$ cat config.mk
export PLATFORM = sky130hd
export DESIGN_NAME = event_ring_dequeue_classifier
export DESIGN_NICKNAME = d
export VERILOG_FILES = /design/src/design/erdc_pkg.sv /design/src/design/erdc_state.sv /design/src/design/erdc_classify.sv /design/src/design/event_ring_dequeue_classifier.sv
export SDC_FILE = /design/constraint.sdc
export NUM_CORES = 1
export LEC_CHECK = 0
export BUFFER_PORTS_ARGS = -buffer_cell sky130_fd_sc_hd__buf_4
export CAP_MARGIN = 15
export CORE_ASPECT_RATIO = 1.2
export CORE_MARGIN = 4
export CORE_UTILIZATION = 34
export DETAILED_ROUTE_END_ITERATION = 8
export HOLD_SLACK_MARGIN = 0.1
export MAX_ROUTING_LAYER = met4
export PLACE_DENSITY = 0.55
export RECOVER_POWER = 100
export SYNTH_ARGS = -nofsm -noshare
export SYNTH_HDL_FRONTEND = slang
export SYNTH_SLANG_ARGS = --single-unit
$ cat constraint.sdc
create_clock -name clk -period 7.25 [get_ports clk]
set_input_delay 0.725 -clock clk [delete_from_list [all_inputs] [get_ports clk]]
set_output_delay 0.725 -clock clk [all_outputs]
set_load 0.1 [all_outputs]
$ cat src/design/erdc_pkg.sv
package erdc_pkg;

    // Ring geometry
    localparam int RING_SIZE = 256;
    localparam int HEAD_W    = $clog2(RING_SIZE);
    localparam logic [HEAD_W-1:0] HEAD_LAST = HEAD_W'(RING_SIZE - 1);

    // Entry type codes (control bits 15:10)
    localparam logic [5:0] TYPE_TRANSFER = 6'd32;
    localparam logic [5:0] TYPE_CMD_DONE = 6'd33;
    localparam logic [5:0] TYPE_PORT     = 6'd34;
    localparam logic [5:0] TYPE_HOST_ERR = 6'd37;

    // Input item modes
    localparam logic MODE_ENTRY = 1'b0;
    localparam logic MODE_POST  = 1'b1;

    typedef enum logic [3:0] {
        KIND_NOT_OWNED    = 4'd0,
        KIND_CMD_DONE     = 4'd1,
        KIND_TRANSFER     = 4'd2,
        KIND_PORT         = 4'd3,
        KIND_IGNORED      = 4'd4,
        KIND_CMD_MISMATCH = 4'd5,
        KIND_BAD_PORT     = 4'd6,
        KIND_HOST_ERROR   = 4'd7,
        KIND_OFFLINE      = 4'd8,
        KIND_CMD_POSTED   = 4'd9
    } kind_t;

    typedef struct packed {
        logic        mode;
        logic [63:0] entry_parameter;
        logic [31:0] entry_status;
        logic [31:0] entry_control;
        logic [63:0] posted_command;
    } in_item_t;

    typedef struct packed {
        logic        owned;
        kind_t       event_kind;
        logic [7:0]  completion_code;
        logic [7:0]  slot_number;
        logic [7:0]  port_number;
        logic [63:0] forwarded_parameter;
        logic [31:0] forwarded_status;
        logic [7:0]  dequeue_index;
        logic        consumer_cycle;
        logic        online_flag;
    } out_item_t;

    // Consumer state shared between the state holder and the classifier
    typedef struct packed {
        logic [HEAD_W-1:0] head_index;
        logic              cycle_state;
        logic [63:0]       pending_command;
        logic              online;
    } ring_state_t;

endpackage

$ cat src/design/erdc_state.sv
module erdc_state (
    input  logic                   clk,
    input  logic                   rst_n,
    input  logic                   cfg_valid,
    input  logic [7:0]             cfg_data,
    input  logic                   update,
    input  erdc_pkg::ring_state_t  state_next,
    output erdc_pkg::ring_state_t  state,
    output logic [7:0]             port_count
);

    erdc_pkg::ring_state_t state_reg;
    logic [7:0]            port_count_reg;

    always_ff @(posedge clk or negedge rst_n)
    begin
        if (!rst_n)
        begin
            state_reg.head_index      <= '0;
            state_reg.cycle_state     <= 1'b1;
            state_reg.pending_command <= '0;
            state_reg.online          <= 1'b1;
        end
        else if (update)
        begin
            state_reg <= state_next;
        end
    end

    always_ff @(posedge clk or negedge rst_n)
    begin
        if (!rst_n)
        begin
            port_count_reg <= '0;
        end
        else if (cfg_valid)
        begin
            port_count_reg <= cfg_data;
        end
    end

    assign state      = state_reg;
    assign port_count = port_count_reg;

endmodule

$ cat src/design/erdc_classify.sv
module erdc_classify (
    input  erdc_pkg::in_item_t     item,
    input  erdc_pkg::ring_state_t  state,
    input  logic [7:0]             port_count,
    output erdc_pkg::ring_state_t  state_next,
    output erdc_pkg::out_item_t    result
);

    logic [5:0] entry_type;
    logic [7:0] port;
    logic       cycle_match;

    assign entry_type  = item.entry_control[15:10];
    assign port        = item.entry_parameter[31:24];
    assign cycle_match = (item.entry_control[0] == state.cycle_state);

    always_comb
    begin
        state_next = state;
        result     = '0;
        result.event_kind = erdc_pkg::KIND_NOT_OWNED;

        if (!state.online)
        begin
            result.event_kind = erdc_pkg::KIND_OFFLINE;
        end
        else if (item.mode == erdc_pkg::MODE_POST)
        begin
            state_next.pending_command = item.posted_command;
            result.event_kind          = erdc_pkg::KIND_CMD_POSTED;
        end
        else if (cycle_match)
        begin
            result.owned = 1'b1;
            // Advance the head; wrap toggles the consumer cycle
            if (state.head_index == erdc_pkg::HEAD_LAST)
            begin
                state_next.head_index  = '0;
                state_next.cycle_state = ~state.cycle_state;
            end
            else
            begin
                state_next.head_index = state.head_index + erdc_pkg::HEAD_W'(1);
            end

            case (entry_type)
                erdc_pkg::TYPE_CMD_DONE:
                begin
                    if (state.pending_command == '0 ||
                        item.entry_parameter != state.pending_command)
                    begin
                        state_next.online = 1'b0;
                        result.event_kind = erdc_pkg::KIND_CMD_MISMATCH;
                    end
                    else
                    begin
                        state_next.pending_command = '0;
                        result.event_kind          = erdc_pkg::KIND_CMD_DONE;
                        result.completion_code     = item.entry_status[31:24];
                        result.slot_number         = item.entry_control[31:24];
                    end
                end
                erdc_pkg::TYPE_TRANSFER:
                begin
                    result.event_kind          = erdc_pkg::KIND_TRANSFER;
                    result.forwarded_parameter = item.entry_parameter;
                    result.forwarded_status    = item.entry_status;
                end
                erdc_pkg::TYPE_PORT:
                begin
                    result.port_number = port;
                    if (port == 8'd0 || port > port_count)
                    begin
                        state_next.online = 1'b0;
                        result.event_kind = erdc_pkg::KIND_BAD_PORT;
                    end
                    else
                    begin
                        result.event_kind = erdc_pkg::KIND_PORT;
                    end
                end
                erdc_pkg::TYPE_HOST_ERR:
                begin
                    state_next.online = 1'b0;
                    result.event_kind = erdc_pkg::KIND_HOST_ERROR;
                end
                default:
                begin
                    result.event_kind = erdc_pkg::KIND_IGNORED;
                end
            endcase
        end

        result.dequeue_index  = 8'(state_next.head_index);
        result.consumer_cycle = state_next.cycle_state;
        result.online_flag    = state_next.online;
    end

endmodule

$ cat src/design/event_ring_dequeue_classifier.sv
// Event ring consumer: takes one beat per cycle unless the result side stalls.
// Each beat is held in the input register, then classified into the result register.
// Throughput: one beat per cycle when out_ready does not hold off; the head, cycle and
// pending-command update is a loop from the state registers through the classify logic.
// Reset (rst_n low, async): head 0, cycle 1, no command pending, online, port_count 0,
// both pipeline registers empty.
module event_ring_dequeue_classifier (
    input  logic                 clk,
    input  logic                 rst_n,
    // configuration write: port_count
    input  logic                 cfg_valid,
    output logic                 cfg_ready,
    input  logic [7:0]           cfg_data,
    // ring entry / command post beats
    input  logic                 in_valid,
    output logic                 in_ready,
    input  erdc_pkg::in_item_t   in_data,
    // classified results
    output logic                 out_valid,
    input  logic                 out_ready,
    output erdc_pkg::out_item_t  out_data
);

    logic                  in_valid_reg;
    erdc_pkg::in_item_t    in_data_reg;
    logic                  out_valid_reg;
    erdc_pkg::out_item_t   out_data_reg;

    erdc_pkg::ring_state_t state;
    erdc_pkg::ring_state_t state_next;
    erdc_pkg::out_item_t   result;
    logic [7:0]            port_count;

    logic out_free;   // result register can take a new beat this cycle
    logic advance;    // input register moves into the result register

    // User must write configuration only while idle; the block never checks, always accepts.
    assign cfg_ready = 1'b1;

    assign out_free = !out_valid_reg || out_ready;
    assign advance  = in_valid_reg && out_free;
    // Input register frees up whenever its beat moves on in the same cycle.
    assign in_ready = !in_valid_reg || out_free;

    // Input register: hold the beat until it can be classified and retired.
    always_ff @(posedge clk or negedge rst_n)
    begin
        if (!rst_n)
        begin
            in_valid_reg <= 1'b0;
        end
        else if (in_ready)
        begin
            in_valid_reg <= in_valid;
        end
    end

    always_ff @(posedge clk)
    begin
        if (in_valid && in_ready)
        begin
            in_data_reg <= in_data;
        end
    end

    // Consumer state and port_count. State commits exactly when the beat in the
    // input register is classified into the result register, so the next beat
    // always sees the updated head and cycle.
    erdc_state u_state (
        .clk        (clk),
        .rst_n      (rst_n),
        .cfg_valid  (cfg_valid),
        .cfg_data   (cfg_data),
        .update     (advance),
        .state_next (state_next),
        .state      (state),
        .port_count (port_count)
    );

    // Ownership check, head advance and type classification.
    erdc_classify u_classify (
        .item       (in_data_reg),
        .state      (state),
        .port_count (port_count),
        .state_next (state_next),
        .result     (result)
    );

    // Result register: hold until the consumer takes the beat.
    always_ff @(posedge clk or negedge rst_n)
    begin
        if (!rst_n)
        begin
            out_valid_reg <= 1'b0;
        end
        else if (out_free)
        begin
            out_valid_reg <= in_valid_reg;
        end
    end

    always_ff @(posedge clk)
    begin
        if (advance)
        begin
            out_data_reg <= result;
        end
    end

    assign out_valid = out_valid_reg;
    assign out_data  = out_data_reg;

endmodule

==> run metrics, run 1 <==
part of the Yosys area used for sequential elements 0.757; FFs w/ async S/R, synth 0.213; initial drt markers 335; crit end category flop; unrepaired setup endpoints after global routing no; PD cells 287 nW/um2; via count 8481; total global routing overflow 0; violated checks capacitance limit, slew limit; Max Root-Sink Buffers 3; top_reg_cell synth edfxtp_1; WL/cell 20.4 um; Slew headroom -1.62; Syn-to-layout area delta 25.8%; peak fanout along the critical path 95; max-slew violations 335; Final Wtd Congestion 0.772; number of flops mapped to enable cells by yosys 311; CTS resizes 0; CP cell instances nand2b_1, or2_0, nor3_2, clkbuf_1, and2_1; Layout Nets 1482; clock buffer count from CTS 43; Buffers on Ports 325; largest net degree at the start of global routing 100; die span in y 239 um; most common cell after layout, fill and taps aside edfxtp_1; type of the worst min-delay path input pin to flop; Ports 344; H-tree levels 2; initial antenna violation count 7; status finished with violations; WP data arrival 5.39 ns; max reg flops 176; Synth Instances 917; layout cells sized above 1 0.239; ANT nets after route 0; Fillers 4089; synthesized area 15100 um2; total track usage 0.161; First-pass DRT Iterations 4; Via density 4.54; Fin. Hold Viols 0; measured slew at the worst slew-check pin 3.94 ns; Max Cap Viol 6; Yosys reg bits 395; post-synth net total 1132; Post CTS Setup Buffer Count 0; post-route setup TNS 0 ns; first-pass GRT wire length 56.4 mm; Routed WL 38.2 mm; Clock Latency Late Sink 0.57 ns; Worst-path clk slew 0.06 ns; Syn Area/Cell 16.5 um2; Synth cell types 48; Core ar. 43900 um2; Post-Place Setup Slack 3.44 ns; CP bufs+invs 1; Clock Sinks 395; slack of the critical path 2.27 ns; slowest CP cell clkbuf_1; CP Data Required Time 7.67 ns; vias in the first global route 8924; die area 47900 um2; HPWL Detailed 26.7 mm; post-layout util 0.433; startpoint types flop; CTS tree built; post-route minimum period 4.98 ns; most frequent cells in the layout 311 x edfxtp_1, 168 x clkbuf_4, 161 x clkbuf_1; DR DRC count 0; VDD IR max 0.189 mV; final cycle utilization of the critical path 0.687; Synth warnings 0; Final Skew 0.0205 ns; Max Freq 201 MHz; CP max stage delay 2.77 ns; die width 201 um; Leakage Power 7.62 nW; endpoints failing setup 0; hold_buf cts 0; kind of critical path flop to flop; Starting Density 0.344; FP Rows 84; CP top delay family buffers and inverters; Clk Tree Root Cell clkbuf_16
==> where the power goes <==
group / total (mW) / leakage [nW] / internal (mW) / switching (mW)
combinational: 0.580 / 2.71 / 0.104 / 0.476
sequential: 2.64 / 4.19 / 2.59 / 0.0517
clock: 2.23 / 0.712 / 1.33 / 0.896
total: 5.45 / 7.62 / 4.03 / 1.42
==> layout make-up <==
| class | instances | area [um2] | area share |
|---|---|---|---|
| clock buffers | 60 | 1230 | 0.0647 |
| clock inverters | 19 | 211 | 0.0111 |
| repair buffers | 334 | 1930 | 0.102 |
| diodes | 8 | 20.0 | 0.00105 |
| well taps | 559 | 699 | 0.0368 |
| multi-input cells | 481 | 3430 | 0.180 |
| inverters | 12 | 50.0 | 0.00263 |
| flip-flops and latches | 395 | 11400 | 0.602 |
==> per-layer routing <==
layer  vias to the layer above  track usage  wire, um  part of all wire
li1                       4049            -         -                 -
met1                      4095        0.191     15400              0.40
met2                       270        0.265     18900              0.49
met3                        67       0.0536      2950             0.077
met4                         0       0.0455       928             0.024
met5                         -            -         0                 0
==> Yosys cell counts, types with 4 or more instances <==
cell type,number,share of area
nor3_1,8,0.0026
nand2_1,29,0.0072
nand4_1,22,0.0091
mux2_2,4,0.0030
nor4_2,4,0.0033
o21ai_0,13,0.0043
nor2_1,13,0.0032
nand2b_1,4,0.0017
clkbuf_1,14,0.0035
nor2_2,60,0.025
dfrtp_1,82,0.14
xor2_1,5,0.0029
and2_1,119,0.049
mux2i_1,65,0.043
buf_2,7,0.0023
ha_1,9,0.0074
nand3_1,8,0.0026
buf_6,6,0.0045
nor4_1,22,0.0091
inv_1,12,0.0030
edfxtp_1,311,0.62
xnor2_1,66,0.038
==> through the flow <==
| stage | power [mW] | instance area [um2] | hold WS (ns) | std cells |
|---|---|---|---|---|
| 2_1_floorplan | 3.12 | 15100 | 0.429 | 917 |
| 3_3_place_gp | 3.32 | 18200 | 0.470 | 1781 |
| 3_5_place_dp | 3.32 | 18200 | 0.475 | 1781 |
| 4_1_cts | 5.59 | 19600 | 0.109 | 1860 |
| 5_1_grt | 5.67 | 19000 | 0.315 | 1867 |
| 6_report | 5.45 | 19000 | 0.349 | 1868 |
==> worst paths after layout <==
kind | slack [ns] | cells past startpoint | endpoint | from
max | 2.27 | 5 | out_data[48]$_SDFFCE_PP0P_ | u_state.state[0]$_DFFE_PN1P_
min | 0.35 | 1 | in_data_reg[147]$_DFFE_PP_ | in_data[147]
max reg2reg | 2.27 | 5 | out_data[48]$_SDFFCE_PP0P_ | u_state.state[0]$_DFFE_PN1P_
min reg2reg | 0.48 | 2 | u_state.state[9]$_DFFE_PN0P_ | in_data_reg[8]$_DFFE_PP_
max in group asynchronous | 2.71 | 2 | u_state.state[59]$_DFFE_PN0P_ | rst_n
min in group asynchronous | 0.75 | 1 | u_state.state[33]$_DFFE_PN0P_ | rst_n
==> logic make-up after synthesis <==
logic type / share of synthesized area
AOI/OAI and AO/OA: 0.0114
other: 0.000248
and+or+nand+nor: 0.123
adders and majority gates: 0.00745
xor gates and xnor gates: 0.0411
muxes: 0.0460
buffers and inverters: 0.0141
DFF: 0.757
==> worst reg2reg max path: stages, from the launching register on <==
cell,delay [ns]
dfstp_1,0.66
nand2b_1,0.16
or2_0,0.55
nor3_2,0.25
clkbuf_1,2.77
and2_1,0.44
(Power assumes the default switching activity.)
==> run 2: changes to the inputs <==
PLACE_DENSITY = 0.57   (was 0.55)
clock period = 4.2 ns   (was 7.25 ns; I/O delays follow)
==> run 2 against run 1 <==
The run still ends with capacitance limit, slew limit left. Final cell count up 10%. Flip-flop and latch count unchanged. First-iteration DRC count up 26%. Via count up 9.3%. Die area unchanged. Combinational power up 98%. Fmax up 45%. Critical path depth up 2. Sequential power up 73%. Wire length up 5.2%. Hold slack worse by 0.19 ns. Clock skew down 0.0082 ns. Critical path type unchanged. Critical endpoint is now u_state.state[11]$_DFFE_PN0P_. Highest routed layer unchanged.
==> run metrics, run 2 (same netlist as run 1, synthesis figures left out) <==
final cycle utilization of the critical path 0.819 (was 0.687); Max Freq 291 MHz (was 201 MHz); CTS resizes 0 (unchanged); crit end category flop (unchanged); total global routing overflow 0 (unchanged); FP Rows 84 (unchanged); CP bufs+invs 1 (unchanged); clock buffer count from CTS 43 (unchanged); Worst-path clk slew 0.06 ns (about the same); Reg2Reg Launch Point in_data_reg[158]$_DFFE_PP_ (was u_state.state[0]$_DFFE_PN1P_); H-tree levels 2 (unchanged); Syn-to-layout area delta 38.2% (was 25.8%); Clock Sinks 395 (unchanged); Leakage Power 8.50 nW (was 7.62 nW); DR DRC count 0 (unchanged); startpoint types flop (unchanged); overall power 9.55 mW (was 5.45 mW); Final Skew 0.0123 ns (was 0.0205 ns); initial antenna violation count 3 (was 7); max reg flops 176 (unchanged); Fillers 3986 (was 4089); measured slew at the worst slew-check pin 1.83 ns (was 3.94 ns); CP startpoint in_data_reg[158]$_DFFE_PP_ (was u_state.state[0]$_DFFE_PN1P_); Core ar. 43900 um2 (unchanged); WL/cell 19.5 um (was 20.4 um); HPWL Detailed 27.3 mm (was 26.7 mm); Ports 344 (unchanged); peak fanout along the critical path 19 (was 95); CP max stage delay 1.17 ns (was 2.77 ns); vias in the first global route 9909 (was 8924); switching part of the total 0.266 (was 0.261); Internal 7.01 mW (was 4.03 mW); Via density 4.51 (was 4.54); CTS tree built (unchanged); cell mode on critical path nor4_2; NetSw 2.55 mW (was 1.42 mW); first-pass GRT wire length 60.2 mm (was 56.4 mm); slowest CP cell nor4_2 (was clkbuf_1); CP top delay family simple AND/OR/NAND/NOR gates (was buffers and inverters); Post-Layout Cell Count 2056 (was 1868); die span in y 239 um (unchanged); most common cell after layout, fill and taps aside edfxtp_1 (unchanged); Fin. Hold Viols 0 (unchanged); Inst Count DP 1788 (was 1781); First-pass DRT Iterations 4 (unchanged); Clk pwr share 0.401 (was 0.409); Max Root-Sink Buffers 3 (unchanged); combinational power share 0.121 (was 0.106); CP cell instances xnor2_1, nand4_1, nor4_2, nand3b_4, nor4_2, buf_12, nor2_1 (was nand2b_1, or2_0, nor3_2, clkbuf_1, and2_1); Post CTS Setup Buffer Count 0 (unchanged); VDD IR max 0.401 mV (was 0.189 mV); WP data arrival 3.88 ns (was 5.39 ns); largest net degree at the start of global routing 123 (was 100); Layout Nets 1675 (was 1482); type of the worst min-delay path input pin to flop (unchanged); ANT nets after route 0 (unchanged); Buffers on Ports 325 (unchanged); PD cells 457 nW/um2 (was 287 nW/um2); CP Data Required Time 4.64 ns (was 7.67 ns); Final Wtd Congestion 0.762 (was 0.772); unrepaired setup endpoints after global routing no (unchanged); initial drt markers 421 (was 335); die width 201 um (unchanged); endpoints failing setup 0 (unchanged); Starting Density 0.344 (unchanged); total track usage 0.170 (was 0.161); kind of critical path flop to flop (unchanged); post-route minimum period 3.44 ns (was 4.98 ns); die area 47900 um2 (unchanged); Clock Latency Late Sink 0.55 ns (was 0.57 ns); Routed WL 40.2 mm (was 38.2 mm); hold_sp out_ready (was in_data[147]); Sequential Power Share 0.478 (was 0.485); Clk Tree Root Cell clkbuf_16 (unchanged); max-slew violations 248 (was 335); via count 9272 (was 8481); layout cells sized above 1 0.197 (was 0.239); Slew headroom -0.222 (was -1.62); post-route setup TNS 0 ns (unchanged); status finished with violations (unchanged); violated checks capacitance limit, slew limit (unchanged); Max Cap Viol 3 (was 6); most frequent cells in the layout 311 x edfxtp_1, 186 x dlygate4sd3_1, 180 x clkbuf_4 (was 311 x edfxtp_1, 168 x clkbuf_4, 161 x clkbuf_1)
-- run 2: worst min-delay path, cell delays in order --
cell and delay (ns):
buf_4 0.08, nand2b_1 0.11, nand2b_1 0.06
-- run 2: worst paths after layout --
check                                           endpoint  slack (ns)  cells after the start
max                        u_state.state[11]$_DFFE_PN0P_        0.76                      7
min                                out_valid$_DFFE_PN0P_        0.16                      3
max reg2reg                u_state.state[11]$_DFFE_PN0P_        0.76                      7
min reg2reg                u_state.state[38]$_DFFE_PN0P_        0.49                      2
max in group asynchronous  u_state.state[71]$_DFFE_PN0P_        1.30                      3
min in group asynchronous  u_state.state[57]$_DFFE_PN0P_        0.90                      2
-- run 2: routing by layer --
| metal | vias up | routed length (um) | global-route usage |
|---|---|---|---|
| li1 | 4424 | - | - |
| met1 | 4505 | 17200 | 0.214 |
| met2 | 283 | 20100 | 0.285 |
| met3 | 60 | 2070 | 0.0360 |
| met4 | 0 | 823 | 0.0398 |
| met5 | - | 0 | - |
-- run 2: repair_timing --
action                                  in CTS  in global routing
endpoints found under the setup margin       0                  0
hold buffers                               186                  0
endpoints found under the hold margin      248                  0
-- run 2: stage by stage --
stage	hold WS [ns]	worst slack (ns)	utilization	instance area [um2]
floorplan	0.124	0.229	-	15100
detailed placement	0.476	1.02	0.418	18400
finish	0.156	0.762	0.476	20900
CTS	0.116	0.977	0.493	21600
global route	0.153	0.581	0.476	20900
global placement	0.473	1.04	0.418	18400
-- run 2: layout make-up --
cell class,instances,area (um2),area share
Multi-Input combinational cell,481,3340,0.160
Timing Repair Buffer,527,3920,0.188
Clock buffer,50,1150,0.0553
Tap cell,559,699,0.0335
Antenna cell,3,7.51,0.000359
Clock inverter,29,280,0.0134
Sequential cell,395,11400,0.548
Inverter,12,50.0,0.00239
-- run 2: power groups by stage --
stage	registers, mW	logic (mW)	clock network (mW)
3_3_place_gp	4.64	1.10	0
6_report	4.57	1.15	3.83
2_1_floorplan	5.19	0.165	0
4_1_cts	4.57	1.26	3.97
5_1_grt	4.59	1.21	4.13
3_5_place_dp	4.64	1.11	0
